### config.mk
export PLATFORM = sky130hd
export DESIGN_NAME = sdes_encrypt_block
export DESIGN_NICKNAME = d
export VERILOG_FILES = /design/src/sv/sdes_pkg.sv /design/src/sv/sdes_front.sv /design/src/sv/sdes_queue.sv /design/src/sv/sdes_back.sv /design/src/sv/sdes_encrypt_block.sv
export SDC_FILE = /design/constraint.sdc
export NUM_CORES = 1
export LEC_CHECK = 0
export BUFFER_PORTS_ARGS = -buffer_cell sky130_fd_sc_hd__buf_4
export CORE_AREA = 10 10 86 88
export CTS_CLUSTER_DIAMETER = 30
export CTS_CLUSTER_SIZE = 30
export DETAILED_ROUTE_END_ITERATION = 16
export DIE_AREA = 0 0 96 98
export PLACE_DENSITY = 0.57
export SLEW_MARGIN = 20
export SYNTH_ARGS = -nofsm -noshare
export SYNTH_HDL_FRONTEND = slang
export SYNTH_SLANG_ARGS = --single-unit
### constraint.sdc
create_clock -name clk -period 1.9 [get_ports clk]
set_clock_uncertainty 0.15 [all_clocks]
set_input_delay 0.285 -clock clk [delete_from_list [all_inputs] [get_ports clk]]
set_output_delay 0.285 -clock clk [all_outputs]
set_load 0.005 [all_outputs]
### src/sv/sdes_pkg.sv
`default_nettype none
package sdes_pkg;

	localparam int unsigned KeyW   = 10;
	localparam int unsigned BlkW   = 8;
	localparam int unsigned HalfW  = BlkW / 2;
	localparam int unsigned SubW   = 8;
	localparam int unsigned QDepth = 2;
	localparam int unsigned QAw    = $clog2(QDepth);

	typedef logic [KeyW-1:0]  key_t;
	typedef logic [BlkW-1:0]  blk_t;
	typedef logic [HalfW-1:0] half_t;
	typedef logic [SubW-1:0]  subkey_t;

	typedef struct packed {
		logic valid;
		blk_t data;
	} mid_word_t;

	localparam logic [1:0] SBOX0 [0:15] = '{
		2'd1, 2'd0, 2'd3, 2'd2,
		2'd3, 2'd2, 2'd1, 2'd0,
		2'd0, 2'd2, 2'd1, 2'd3,
		2'd3, 2'd1, 2'd3, 2'd2
	};

	localparam logic [1:0] SBOX1 [0:15] = '{
		2'd0, 2'd1, 2'd2, 2'd3,
		2'd2, 2'd0, 2'd1, 2'd3,
		2'd3, 2'd0, 2'd1, 2'd0,
		2'd2, 2'd1, 2'd0, 2'd3
	};

	function automatic key_t p10(input key_t k);
		return {k[7], k[5], k[8], k[3], k[6], k[0], k[9], k[1], k[2], k[4]};
	endfunction

	function automatic key_t rot_halves(input key_t k);
		return {k[8:5], k[9], k[3:0], k[4]};
	endfunction

	function automatic subkey_t p8(input key_t k);
		return {k[4], k[7], k[3], k[6], k[2], k[5], k[0], k[1]};
	endfunction

	function automatic subkey_t subkey1(input key_t k);
		return p8(rot_halves(p10(k)));
	endfunction

	function automatic subkey_t subkey2(input key_t k);
		return p8(rot_halves(rot_halves(rot_halves(p10(k)))));
	endfunction

	function automatic blk_t ip(input blk_t b);
		return {b[6], b[2], b[5], b[7], b[4], b[0], b[3], b[1]};
	endfunction

	function automatic blk_t ip_inv(input blk_t b);
		return {b[4], b[7], b[5], b[3], b[1], b[6], b[0], b[2]};
	endfunction

	function automatic half_t round_f(input half_t r, input subkey_t k);
		subkey_t x;
		half_t   s;
		x = {r[0], r[3], r[2], r[1], r[2], r[1], r[0], r[3]} ^ k;
		s = {SBOX0[{x[7], x[4], x[6:5]}], SBOX1[{x[3], x[0], x[2:1]}]};
		return {s[2], s[0], s[1], s[3]};
	endfunction

endpackage
`default_nettype wire

### src/sv/sdes_front.sv
`default_nettype none
module sdes_front
	import sdes_pkg::*;
(
	input  wire logic      clk,
	input  wire logic      arst_n,
	input  wire logic      in_valid,
	output logic           in_ready,
	input  wire blk_t      plaintext,
	input  wire subkey_t   k1,
	output mid_word_t      push_w,
	input  wire logic      push_ready
);

	logic  v_s1;
	blk_t  mid_s1;
	blk_t  b;
	half_t l1;

	assign b        = ip(plaintext);
	assign l1       = b[BlkW-1:HalfW] ^ round_f(b[HalfW-1:0], k1);
	assign in_ready = !v_s1 || push_ready;
	assign push_w   = '{valid: v_s1, data: mid_s1};

	// first round, halves swapped on the way out
	always_ff @(posedge clk) begin
		if (in_valid && in_ready) begin
			mid_s1 <= {b[HalfW-1:0], l1};
		end
	end

	always_ff @(posedge clk or negedge arst_n) begin
		if (!arst_n) begin
			v_s1 <= 1'b0;
		end else if (in_ready) begin
			v_s1 <= in_valid;
		end
	end

endmodule
`default_nettype wire

### src/sv/sdes_queue.sv
`default_nettype none
module sdes_queue
	import sdes_pkg::*;
(
	input  wire logic      clk,
	input  wire logic      arst_n,
	input  wire mid_word_t push_w,
	output logic           push_ready,
	output mid_word_t      pop_w,
	input  wire logic      pop_ready
);

	blk_t             mem_q [QDepth];
	logic [QAw-1:0]   wr_q;
	logic [QAw-1:0]   rd_q;
	logic [QAw:0]     cnt_q;
	logic             push;
	logic             pop;

	assign push_ready = (cnt_q != (QAw+1)'(QDepth));
	assign pop_w      = '{valid: (cnt_q != '0), data: mem_q[rd_q]};
	assign push       = push_w.valid && push_ready;
	assign pop        = pop_w.valid && pop_ready;

	always_ff @(posedge clk) begin
		if (push) begin
			mem_q[wr_q] <= push_w.data;
		end
	end

	always_ff @(posedge clk or negedge arst_n) begin
		if (!arst_n) begin
			wr_q  <= '0;
			rd_q  <= '0;
			cnt_q <= '0;
		end else begin
			if (push) begin
				wr_q <= wr_q + 1'b1;
			end
			if (pop) begin
				rd_q <= rd_q + 1'b1;
			end
			unique case ({push, pop})
				2'b10:   cnt_q <= cnt_q + 1'b1;
				2'b01:   cnt_q <= cnt_q - 1'b1;
				default: cnt_q <= cnt_q;
			endcase
		end
	end

	a_cnt_bound: assert property (@(posedge clk) disable iff (!arst_n)
		cnt_q <= (QAw+1)'(QDepth))
		else $error("queue count beyond depth");

	a_cnt_up: assert property (@(posedge clk) disable iff (!arst_n)
		(push && !pop) |=> cnt_q == $past(cnt_q) + 1'b1)
		else $error("queue count missed a push");

	a_cnt_down: assert property (@(posedge clk) disable iff (!arst_n)
		(pop && !push) |=> cnt_q == $past(cnt_q) - 1'b1)
		else $error("queue count missed a pop");

endmodule
`default_nettype wire

### src/sv/sdes_back.sv
`default_nettype none
module sdes_back
	import sdes_pkg::*;
(
	input  wire logic      clk,
	input  wire logic      arst_n,
	input  wire mid_word_t pop_w,
	output logic           pop_ready,
	input  wire subkey_t   k2,
	output logic           out_valid,
	input  wire logic      out_ready,
	output blk_t           ciphertext
);

	logic  v_s2;
	blk_t  ct_s2;
	half_t l2;

	assign l2         = pop_w.data[BlkW-1:HalfW] ^ round_f(pop_w.data[HalfW-1:0], k2);
	assign pop_ready  = !v_s2 || out_ready;
	assign out_valid  = v_s2;
	assign ciphertext = ct_s2;

	always_ff @(posedge clk) begin
		if (pop_w.valid && pop_ready) begin
			ct_s2 <= ip_inv({l2, pop_w.data[HalfW-1:0]});
		end
	end

	always_ff @(posedge clk or negedge arst_n) begin
		if (!arst_n) begin
			v_s2 <= 1'b0;
		end else if (pop_ready) begin
			v_s2 <= pop_w.valid;
		end
	end

endmodule
`default_nettype wire

### src/sv/sdes_encrypt_block.sv
// channel  | handshake              | payload
// ---------+------------------------+------------------
// config   | cfg_we                 | cfg_wdata[9:0]
// input    | in_valid / in_ready    | plaintext[7:0]
// output   | out_valid / out_ready  | ciphertext[7:0]
//
// One word per cycle sustained while the output side is ready.
// Round one runs ahead of a two-word queue, round two and IP inverse behind it.
// Subkeys are derived when the key is written and held in registers.
// Reset clears the subkeys (key zero) and empties every stage.
// A stalled output fills the queue before input ready drops.
`default_nettype none
module sdes_encrypt_block
	import sdes_pkg::*;
(
	input  wire logic clk,
	input  wire logic arst_n,
	input  wire logic cfg_we,
	input  wire key_t cfg_wdata,
	input  wire logic in_valid,
	output logic      in_ready,
	input  wire blk_t plaintext,
	output logic      out_valid,
	input  wire logic out_ready,
	output blk_t      ciphertext
);

	subkey_t   k1_q;
	subkey_t   k2_q;
	mid_word_t push_w;
	mid_word_t pop_w;
	logic      push_ready;
	logic      pop_ready;

	always_ff @(posedge clk or negedge arst_n) begin
		if (!arst_n) begin
			k1_q <= '0;
			k2_q <= '0;
		end else if (cfg_we) begin
			k1_q <= subkey1(cfg_wdata);
			k2_q <= subkey2(cfg_wdata);
		end
	end

	sdes_front u_front (
		.clk        (clk),
		.arst_n     (arst_n),
		.in_valid   (in_valid),
		.in_ready   (in_ready),
		.plaintext  (plaintext),
		.k1         (k1_q),
		.push_w     (push_w),
		.push_ready (push_ready)
	);

	sdes_queue u_queue (
		.clk        (clk),
		.arst_n     (arst_n),
		.push_w     (push_w),
		.push_ready (push_ready),
		.pop_w      (pop_w),
		.pop_ready  (pop_ready)
	);

	sdes_back u_back (
		.clk        (clk),
		.arst_n     (arst_n),
		.pop_w      (pop_w),
		.pop_ready  (pop_ready),
		.k2         (k2_q),
		.out_valid  (out_valid),
		.out_ready  (out_ready),
		.ciphertext (ciphertext)
	);

endmodule
`default_nettype wire

After elaboration in Yosys (flattened, before gate mapping) --
Memories as Yosys holds them, arrays and structs flattened. Index checks and enable logic that the tools add are counted. W data, S select, Z words.
Storage, ports and cells: bits in read-only memories 128, bits of input ports 23, flip-flop bits (word level) 38, memory bits (writable) 16, output and inout port bits 10, logic and storage cells 53, memories kept 5
Cells by class: reductions and logical operators 9, bitwise logic cells 8, eq/ne operators 3, mux-type cells 11, add/sub/neg operators 4, order comparisons 4
Memory list:
- (no name shown) | words 16, width 2, read ports 1, clocked after memory_dff 0, write ports 0, RTL line sdes_pkg.sv:67 | s = {SBOX0[{x[7], x[4], x[6:5]}], SBOX1[{x[3], x[0], x[2:1]}]};
- (no name shown) | words 16, width 2, read ports 1, clocked after memory_dff 0, write ports 0, RTL line sdes_pkg.sv:67
- (no name shown) | words 16, width 2, read ports 1, clocked after memory_dff 0, write ports 0, RTL line sdes_pkg.sv:67
- (no name shown) | words 16, width 2, read ports 1, clocked after memory_dff 0, write ports 0, RTL line sdes_pkg.sv:67
- u_queue.mem_q | words 2, width 8, read ports 1, clocked after memory_dff 0, write ports 1, RTL line sdes_queue.sv:13 | blk_t mem_q [QDepth];
Operators by type and width (count):
- $ge A5 B5 Y1 const B | 4
- $not A4 Y5 | 4
- $mux W2 | 8
- $xor A8 B8 Y8 | 2
- $xor A4 B4 Y4 | 2
- $pmux W2 S2 | 1
- $reduce_bool A2 Y1 | 2
- $logic_and A1 B1 Y1 | 3
- $add A1 B1 Y1 const B | 2
- $add A2 B1 Y2 const B | 1
- $eq A2 B1 Y1 const B | 1
- $eq A2 B2 Y1 const B | 1
- $logic_not A1 Y1 | 2
- $logic_or A1 B1 Y1 | 2
- $mux W1 | 2
- $ne A2 B2 Y1 const B | 1
- $sub A2 B1 Y2 const B | 1

Depth between registers and ports, before layout --
Gate-level depths: netlist of run 1. An unclocked memory read counts as a cell.
word-level depth 7, mapped depth 9, mapped depth without buffers 8

By module --
Synthesis of run 1 repeated with hierarchy kept, for this count alone.
Unflattened totals: cells, all modules 145, area, all modules 2254.7 sq um
By module, submodules not included:
- sdes_queue | instances 1, area an instance 770.7 sq um, sequential area each 580.6 sq um, cells each 42
- sdes_front | instances 1, area an instance 543.0 sq um, sequential area each 265.3 sq um, cells each 41
- sdes_back | instances 1, area an instance 529.3 sq um, sequential area each 265.3 sq um, cells each 41
- sdes_encrypt_block | instances 1, area an instance 411.6 sq um, sequential area each 250.2 sq um, cells each 21

Worst setup path after synthesis of run 1 --
Ideal clock, no wire load.
path type register -> register, from register u_queue.rd_q, to register u_back.ct_s2[5] (netlist: u_back.ciphertext[5]), data pin, arrival time 1653 ps, period minus slack after synthesis 2062 ps, required time 1491 ps, cell stages (with the launch flop) 10, path slack -162 ps, path through dfrtp_1 -> buf_6 -> mux2i_4 -> xnor2_2 -> inv_1 -> ha_1 -> mux2_4 -> nand2_1 -> o21ai_1 -> xnor2_1
Between the ends: cells in the longest elaborated chain, start to end 7
RTL lines:
- from (decl) | RTL line sdes_queue.sv:15 | logic [QAw-1:0] rd_q;
- from (signal assigned) | RTL line sdes_queue.sv:41 | rd_q <= rd_q + 1'b1;
- $mem_v2 Z2 W8 (*)
- $xor A8 B8 Y8 | RTL line sdes_pkg.sv:66 | x = {r[0], r[3], r[2], r[1], r[2], r[1], r[0], r[3]} ^ k;
- $not A4 Y5 (implied by the code) | RTL line sdes_pkg.sv:67
- $mem_v2 Z16 W2
- $mux W2 (implied by the code) (2 in series) | RTL line sdes_pkg.sv:67
- $xor A4 B4 Y4 (*) | RTL line sdes_back.sv:19 | assign l2 = pop_w.data[BlkW-1:HalfW] ^ round_f(pop_w.data[HalfW-1:0], k2);
- via u_back.l2[1] | RTL line sdes_back.sv:17 | half_t l2;
- to (signal assigned) | RTL line sdes_back.sv:26 | ct_s2 <= ip_inv({l2, pop_w.data[HalfW-1:0]});
- to (decl) | RTL line sdes_back.sv:16 | blk_t ct_s2;
The timed path passes the listed nets; every way through them passes the cells marked *. The select of a mux whose other input is x is not followed. A chain may end at the register's enable or synchronous reset.

Worst setup path in the final report of run 1 --
Ends and elaborated chain as after synthesis.

==> results.yml, run 1 <==
worst_setup_path:
  cp-start-kind: "flop"
  worst-path-buf-inv: 2
  crit_path_end_kind: "flop"
  rr_startpoint: "u_queue.rd_q"
  max_stage_delay_ns: 0.42
  crit_type: "flop to flop"
  arrival_ns: 1.98
  critPathTopFamily: "multiplexers"
  cp_cell_sequence: "buf_6, mux2i_4, xnor2_2, inv_1, ha_2, mux2_4, nand2_2, o21ai_2, xnor2_1"
  reg2reg_to: "u_back.ciphertext[5]"
  startpoint: "u_queue.rd_q"
  worstPathRequired_ns: 1.80
  crit_fanout: 2
  r2r_slack_ns: -0.17
  crit_slowest_cell: "dfrtp_1"
  r2r_cells: 9
outcome:
  outcome: "complete, but fails checks"
  violations: "negative setup slack"
sta:
  rsz0062_at_grt: "true"
  slew_headroom: 0.757
  fin_ws_ns: -0.174
  min_period_over_period: 1.09
  fmax_mhz: 482
  finalHoldViolations: 0
  setup_viol: 3
  fin_crit_ns: 2.07
  drv_slew: 0
  finalSetupTns_ns: -0.321
  worst_slew_pin_slew_ns: 0.364
cts:
  clock_sinks: 48
  clk_latency_ns: 0.29
  htreeDepth: 2
  clock-root-buffer: "clkbuf_8"
  clk_path_buf_depth: 2
  numCtsBuffers: 5
  clk_transition_reported_paths_ns: 0.09
  tritoncts: "done"
logic_synthesis:
  ys_warn_count: 0
  ys_ff_latch: 48
  syn_area_um2: 2210
  synth.distinct_cells: 31
  synth_cells: 149
  synth_seq_area_share: 0.615
  postSynthAreaPerCell_um2: 14.9
  synth_nets: 175
detailed_routing:
  antenna_left: 0
  wl_mm: 4.07
  drc_errors: 0
  viasPerCell: 4.56
  avgRoutedWirePerCell_um: 14.6
  vias: 1272
  dr.pass1.iters: 4
  drt_iter0_drc: 20
worst_hold_path:
  hold_path_end: "u_front.v_s1"
  hold_start: "in_valid"
  whs_path_depth: 2
  hold_class: "primary input to flop"
placed_design:
  gp_congestion: 0.774
  dp_cells: 268
  portBuffers: 32
  hpwl_mm: 3.17
die:
  die_h_um: 98
  ios: 33
  core.rowCount: 28
  floorplan.die.width_um: 96
  initial_core_util: 0.385
  fp.coreArea_um2: 5750
  die_area_um2: 9410
cells_and_area:
  nets: 229
  utilization: 0.497
  syn2layout_area_growth_pct: 28.9
  multi_input_area_um2: 878
  final_common_cell: "buf_4"
  seq_area_um2: 1360
  mostFrequentLayoutCells: "buf_4 (45), edfxtp_1 (32), xnor2_1 (18)"
  fillers: 510
  antennaDiodeCount: 0
  finalNonFillerCells: 279
  drive_gt1_frac: 0.407
grt:
  grt_start_max_net_pins: 17
  overflow: 0
  grt_pass1_wl_mm: 6.60
  grt_pass1_vias: 1362
  antenna_found_initial: 0
  track_usage: 0.0914
power_and_ir_drop:
  powerDensity_nw_per_um2: 1560
  power_mw: 4.44
  ir_worst_vdd_mv: 0.566
  leakagePower_nw: 1.14
run:
  maxCapViolations: 0
## kinds of logic (layout without fill, tap and decap cells)
family / after synthesis / count (layout) / share of synthesized area
DFF: 48 / 48 / 0.615
xor gates and xnor gates: 31 / 31 / 0.136
and+or+nand+nor: 23 / 23 / 0.0537
muxes: 21 / 21 / 0.122
AOI/OAI and AO/OA: 14 / 14 / 0.0379
buffers and inverters: 9 / 64 / 0.0187
adders and majority gates: 3 / 3 / 0.0170
## metrics by stage
step / hold slack, ns / worst slack [ns] / instance area (µm²)
final: 0.0388 / -0.174 / 2850
after CTS: 0.0262 / -0.126 / 2810
after floorplan: -0.161 / -0.161 / 2220
after detailed placement: 0.0157 / -0.137 / 2640
after global placement: 0.00739 / -0.0874 / 2640
after global routing: 0.0285 / -0.257 / 2850
## state kept, by name, summed over array words and instances, names as in the netlist
name	cells
u_front.mid_s1	8
u_queue.rd_q	1
u_queue.wr_q	1
k2_q	3
u_back.ciphertext	8
u_queue.mem_q	16
u_back.out_valid	1
u_queue.cnt_q	2
k1_q	7
u_front.v_s1	1
## synthesized netlist by cell type
cell       n  share of area
mux2i_4    3          0.031
mux2_4     1         0.0068
xor2_2     1         0.0074
mux2i_1    6          0.027
clkbuf_1   1         0.0017
o211ai_1   1         0.0034
nand2_1    6          0.010
nand3b_1   3          0.010
xnor2_1   20          0.079
xnor2_2    3          0.022
o21ai_2    1         0.0040
o21ai_1    2         0.0045
edfxtp_1  32           0.43
and2_1     1         0.0028
a21oi_1    2         0.0045
ha_1       3          0.017
xor2_1     7          0.028
and3_1     1         0.0028
nor2_1     5         0.0085
a22oi_1    1         0.0034
dfrtp_1   16           0.18
mux2i_2    1         0.0062
o21ai_0    5          0.011
o31a_1     1         0.0040
inv_1      7          0.012
buf_6      1         0.0051
a31oi_1    1         0.0028
nor2b_1    1         0.0028
nand3_1    1         0.0023
nand2b_1   5          0.014
mux2_2    10          0.051
## area by class of cell
class                      instances  area share
sequential                        48       0.477
multi-input combinational         92       0.308
timing repair buffer              49       0.134
tap                               75      0.0329
clock buffer                       5      0.0241
clock inverter                     3      0.0149
inverter                           7     0.00921
## how the worst max path moves through the flow
stage	end	slack (ns)	cells past startpoint
final	u_back.ciphertext[5]	-0.17	9
after global placement	u_back.ciphertext[5]	-0.09	9
after global routing	u_back.ciphertext[5]	-0.26	9
after detailed placement	u_back.ciphertext[5]	-0.14	9
after CTS	u_back.ciphertext[5]	-0.13	9
after floorplan	u_back.ciphertext[5]	-0.16	9
## worst reg2reg max path: stages (launching register included)
cell,delay [ns]
dfrtp_1,0.42
buf_6,0.14
mux2i_4,0.19
xnor2_2,0.20
inv_1,0.09
ha_2,0.17
mux2_4,0.25
nand2_2,0.06
o21ai_2,0.05
xnor2_1,0.11
## report_power, final
group / switching (mW) / total, mW / internal (mW) / leakage (nW)
registers: 0.178 / 1.74 / 1.57 / 0.489
logic: 0.877 / 1.98 / 1.10 / 0.597
clock network: 0.330 / 0.720 / 0.389 / 0.0541
## routing by layer
metal	vias to the layer above	track usage	wire length, µm	share of wire
met3	10	0.0345	312	0.077
met4	0	0.0511	98	0.024
li1	630	-	-	-
met5	-	0	0	0
met2	35	0.142	2030	0.50
met1	597	0.104	1630	0.40
## timing repair
action,4_1_cts,5_1_grt
pin swaps,4,5
hold buffers,1,0
endpoints found under the setup margin,4,4
resized for setup,6,6
buffers inserted,0,3
gates cloned,0,0
endpoints found under the hold margin,16,0
No activity file was read; power rests on OpenSTA's default activity.
==> run 2: changes to the inputs <==
- CORE_AREA: 10 10 86 88 -> 10 10 87 89
- DIE_AREA: 0 0 96 98 -> 0 0 97 99
- SYNTH_HIERARCHICAL: not set -> 1
==> results.yml, run 2 <==
power_and_ir_drop:
  p_comb_frac: 0.433
  powerDensity_nw_per_um2: 1510
  leakagePower_nw: 1.15
  intPower_mw: 3.01
  p_clk_frac: 0.167
  p_switching_mw: 1.33
  netSwitchingFraction: 0.306
  p_seq_frac: 0.400
  ir_worst_vdd_mv: 0.593
sta:
  fmax_mhz: 498
  drv_slew: 0
  rsz0062_at_grt: "true"
  worst_slew_pin_slew_ns: 0.423
  finalSetupTns_ns: -0.238
  fin_crit_ns: 2.01
  setup_viol: 4
  min_period_over_period: 1.06
  finalHoldViolations: 0
  slew_headroom: 0.716
  fin_ws_ns: -0.106
logic_synthesis:
  synth_enable_flop_cells: 32
  synthArstFlopShare: 0.333
  synthTopCellsByCount: "edfxtp_1 (32), xnor2_1 (18), dfrtp_1 (16)"
  synth.distinct_cells: 31
  postSynthAreaPerCell_um2: 15.5
  synth_ff_type: "edfxtp_1"
  yosys-top-cells-area: "edfxtp_1 (43%), dfrtp_1 (18%), xnor2_1 (7.0%)"
  synth_cells: 145
  ys_ff_latch: 48
  synth_nets: 171
  synth_top_cell_by_area: "edfxtp_1"
  synth.most_common_cell: "edfxtp_1"
  syn_area_um2: 2250
  synth_top_cell_area_share: 0.426
  ys_warn_count: 6
  synth_seq_area_share: 0.604
cells_and_area:
  multi_input_area_um2: 976
  finalNonFillerCells: 268
  seq_area_um2: 1360
  drive_gt1_frac: 0.461
  top_register: "u_queue/mem_q"
  fillers: 506
  mostFrequentLayoutCells: "buf_4 (41), edfxtp_1 (32), dfrtp_1 (15)"
  antennaDiodeCount: 0
  syn2layout_area_growth_pct: 27.7
  final_common_cell: "buf_4"
  nets: 218
  largest_reg_flops: 16
worst_setup_path:
  reg2reg_to: "u_back/ciphertext[5]"
  arrival_ns: 1.90
  crit_type: "flop to flop"
  cp-start-kind: "flop"
  crit_fanout: 6
  r2r_cells: 7
  crit_path_end_kind: "flop"
  rr_startpoint: "u_queue/rd_q"
  r2r_slack_ns: -0.11
  worstPathRequired_ns: 1.80
worst_hold_path:
  hold_class: "primary input to flop"
  hold_path_end: "u_front/v_s1"
  whs_path_depth: 2
  hold_start: "in_valid"
detailed_routing:
  viasPerCell: 4.47
  vias: 1198
  dr.pass1.iters: 4
  wl_mm: 3.94
  antenna_left: 0
  avgRoutedWirePerCell_um: 14.7
  drc_errors: 0
  drt_iter0_drc: 16
placed_design:
  hpwl_mm: 3.15
  gp_congestion: 0.774
  portBuffers: 32
  dp_cells: 257
grt:
  track_usage: 0.0857
  overflow: 0
  grt_pass1_wl_mm: 6.53
  grt_start_max_net_pins: 17
  grt_pass1_vias: 1305
  antenna_found_initial: 0
die:
  die_h_um: 99
  die_area_um2: 9600
  fp.coreArea_um2: 5850
  initial_core_util: 0.385
  core.rowCount: 28
  ios: 33
  floorplan.die.width_um: 97
cts:
  htreeDepth: 2
  clk_path_buf_depth: 2
  clk_transition_reported_paths_ns: 0.08
  tritoncts: "done"
  clock_sinks: 48
  clk_latency_ns: 0.29
  clock-root-buffer: "clkbuf_8"
  numCtsBuffers: 5
outcome:
  outcome: "complete, but fails checks"
  violations: "negative setup slack"
run:
  maxCapViolations: 0
## run 2: how the worst max path moves through the flow
stage | slack (ns) | end | start
floorplan | -0.08 | u_back/ciphertext[5] | u_queue/rd_q
CTS | -0.11 | u_back/ciphertext[5] | u_queue/rd_q
global placement | -0.14 | u_back/ciphertext[2] | u_queue/rd_q
finish | -0.11 | u_back/ciphertext[5] | u_queue/rd_q
global route | -0.17 | u_back/ciphertext[5] | u_queue/rd_q
detailed placement | -0.21 | u_back/ciphertext[2] | u_queue/rd_q
## run 2: cell families (layout without fill, tap and decap cells)
family                   after synthesis  count (layout)  synth area share
flip-flops                            48              48             0.604
XOR/XNOR                              33              33             0.151
AND/OR/NAND/NOR                       26              26            0.0649
multiplexers                          19              19             0.111
AO/OA/AOI/OAI                         12              12            0.0400
buffers and inverters                  4              52            0.0122
adder cells (fa/ha/maj)                3               3            0.0166
## run 2: routing by layer
metal	vias to the layer above	track usage	part of all wire
met5	-	0	0
met3	4	0.0286	0.044
met1	562	0.0927	0.41
li1	604	-	-
met2	28	0.146	0.53
met4	0	0.0454	0.021
## run 2: critical path, cell delays in order, from the launching register on
cell	delay [ns]
dfrtp_2	0.47
mux2_4	0.34
xor2_2	0.17
inv_1	0.07
ha_2	0.18
o211ai_1	0.14
o21ai_1	0.09
xor2_1	0.14
## run 2: power by group through the flow
| stage | clock (mW) | sequential [mW] | combinational, mW |
|---|---|---|---|
| 6_report | 0.725 | 1.74 | 1.88 |
| 5_1_grt | 0.802 | 1.78 | 2.07 |
| 4_1_cts | 0.757 | 1.74 | 1.79 |
| 3_5_place_dp | 0 | 1.75 | 1.72 |
| 3_3_place_gp | 0 | 1.75 | 1.65 |
| 2_1_floorplan | 0 | 1.71 | 1.22 |
## run 2: layout make-up
type,count,area share
clock buffer,5,0.0239
clock inverter,3,0.0161
inverter,1,0.00130
multi-input combinational,93,0.339
sequential,48,0.473
tap,75,0.0326
timing repair buffer,43,0.114
## run 2: stage by stage
step	power, mW	cell area, µm²	utilization	setup slack [ns]	hold WS (ns)
CTS	4.28	2820	0.482	-0.113	0.0233
finish	4.34	2880	0.492	-0.106	0.0366
global route	4.65	2880	0.492	-0.174	0.0266
floorplan	2.93	2300	-	-0.0787	-0.161
global placement	3.40	2670	0.456	-0.140	0.00910
detailed placement	3.47	2670	0.456	-0.205	0.0161
## run 2: what timing repair did
item / CTS / global route
cloned: 0 / 0
endpoints found under the hold margin: 16 / 0
gates resized for setup: 4 / 7
buffers inserted: 1 / 1
hold buffers: 1 / 0
endpoints found under the setup margin: 4 / 5
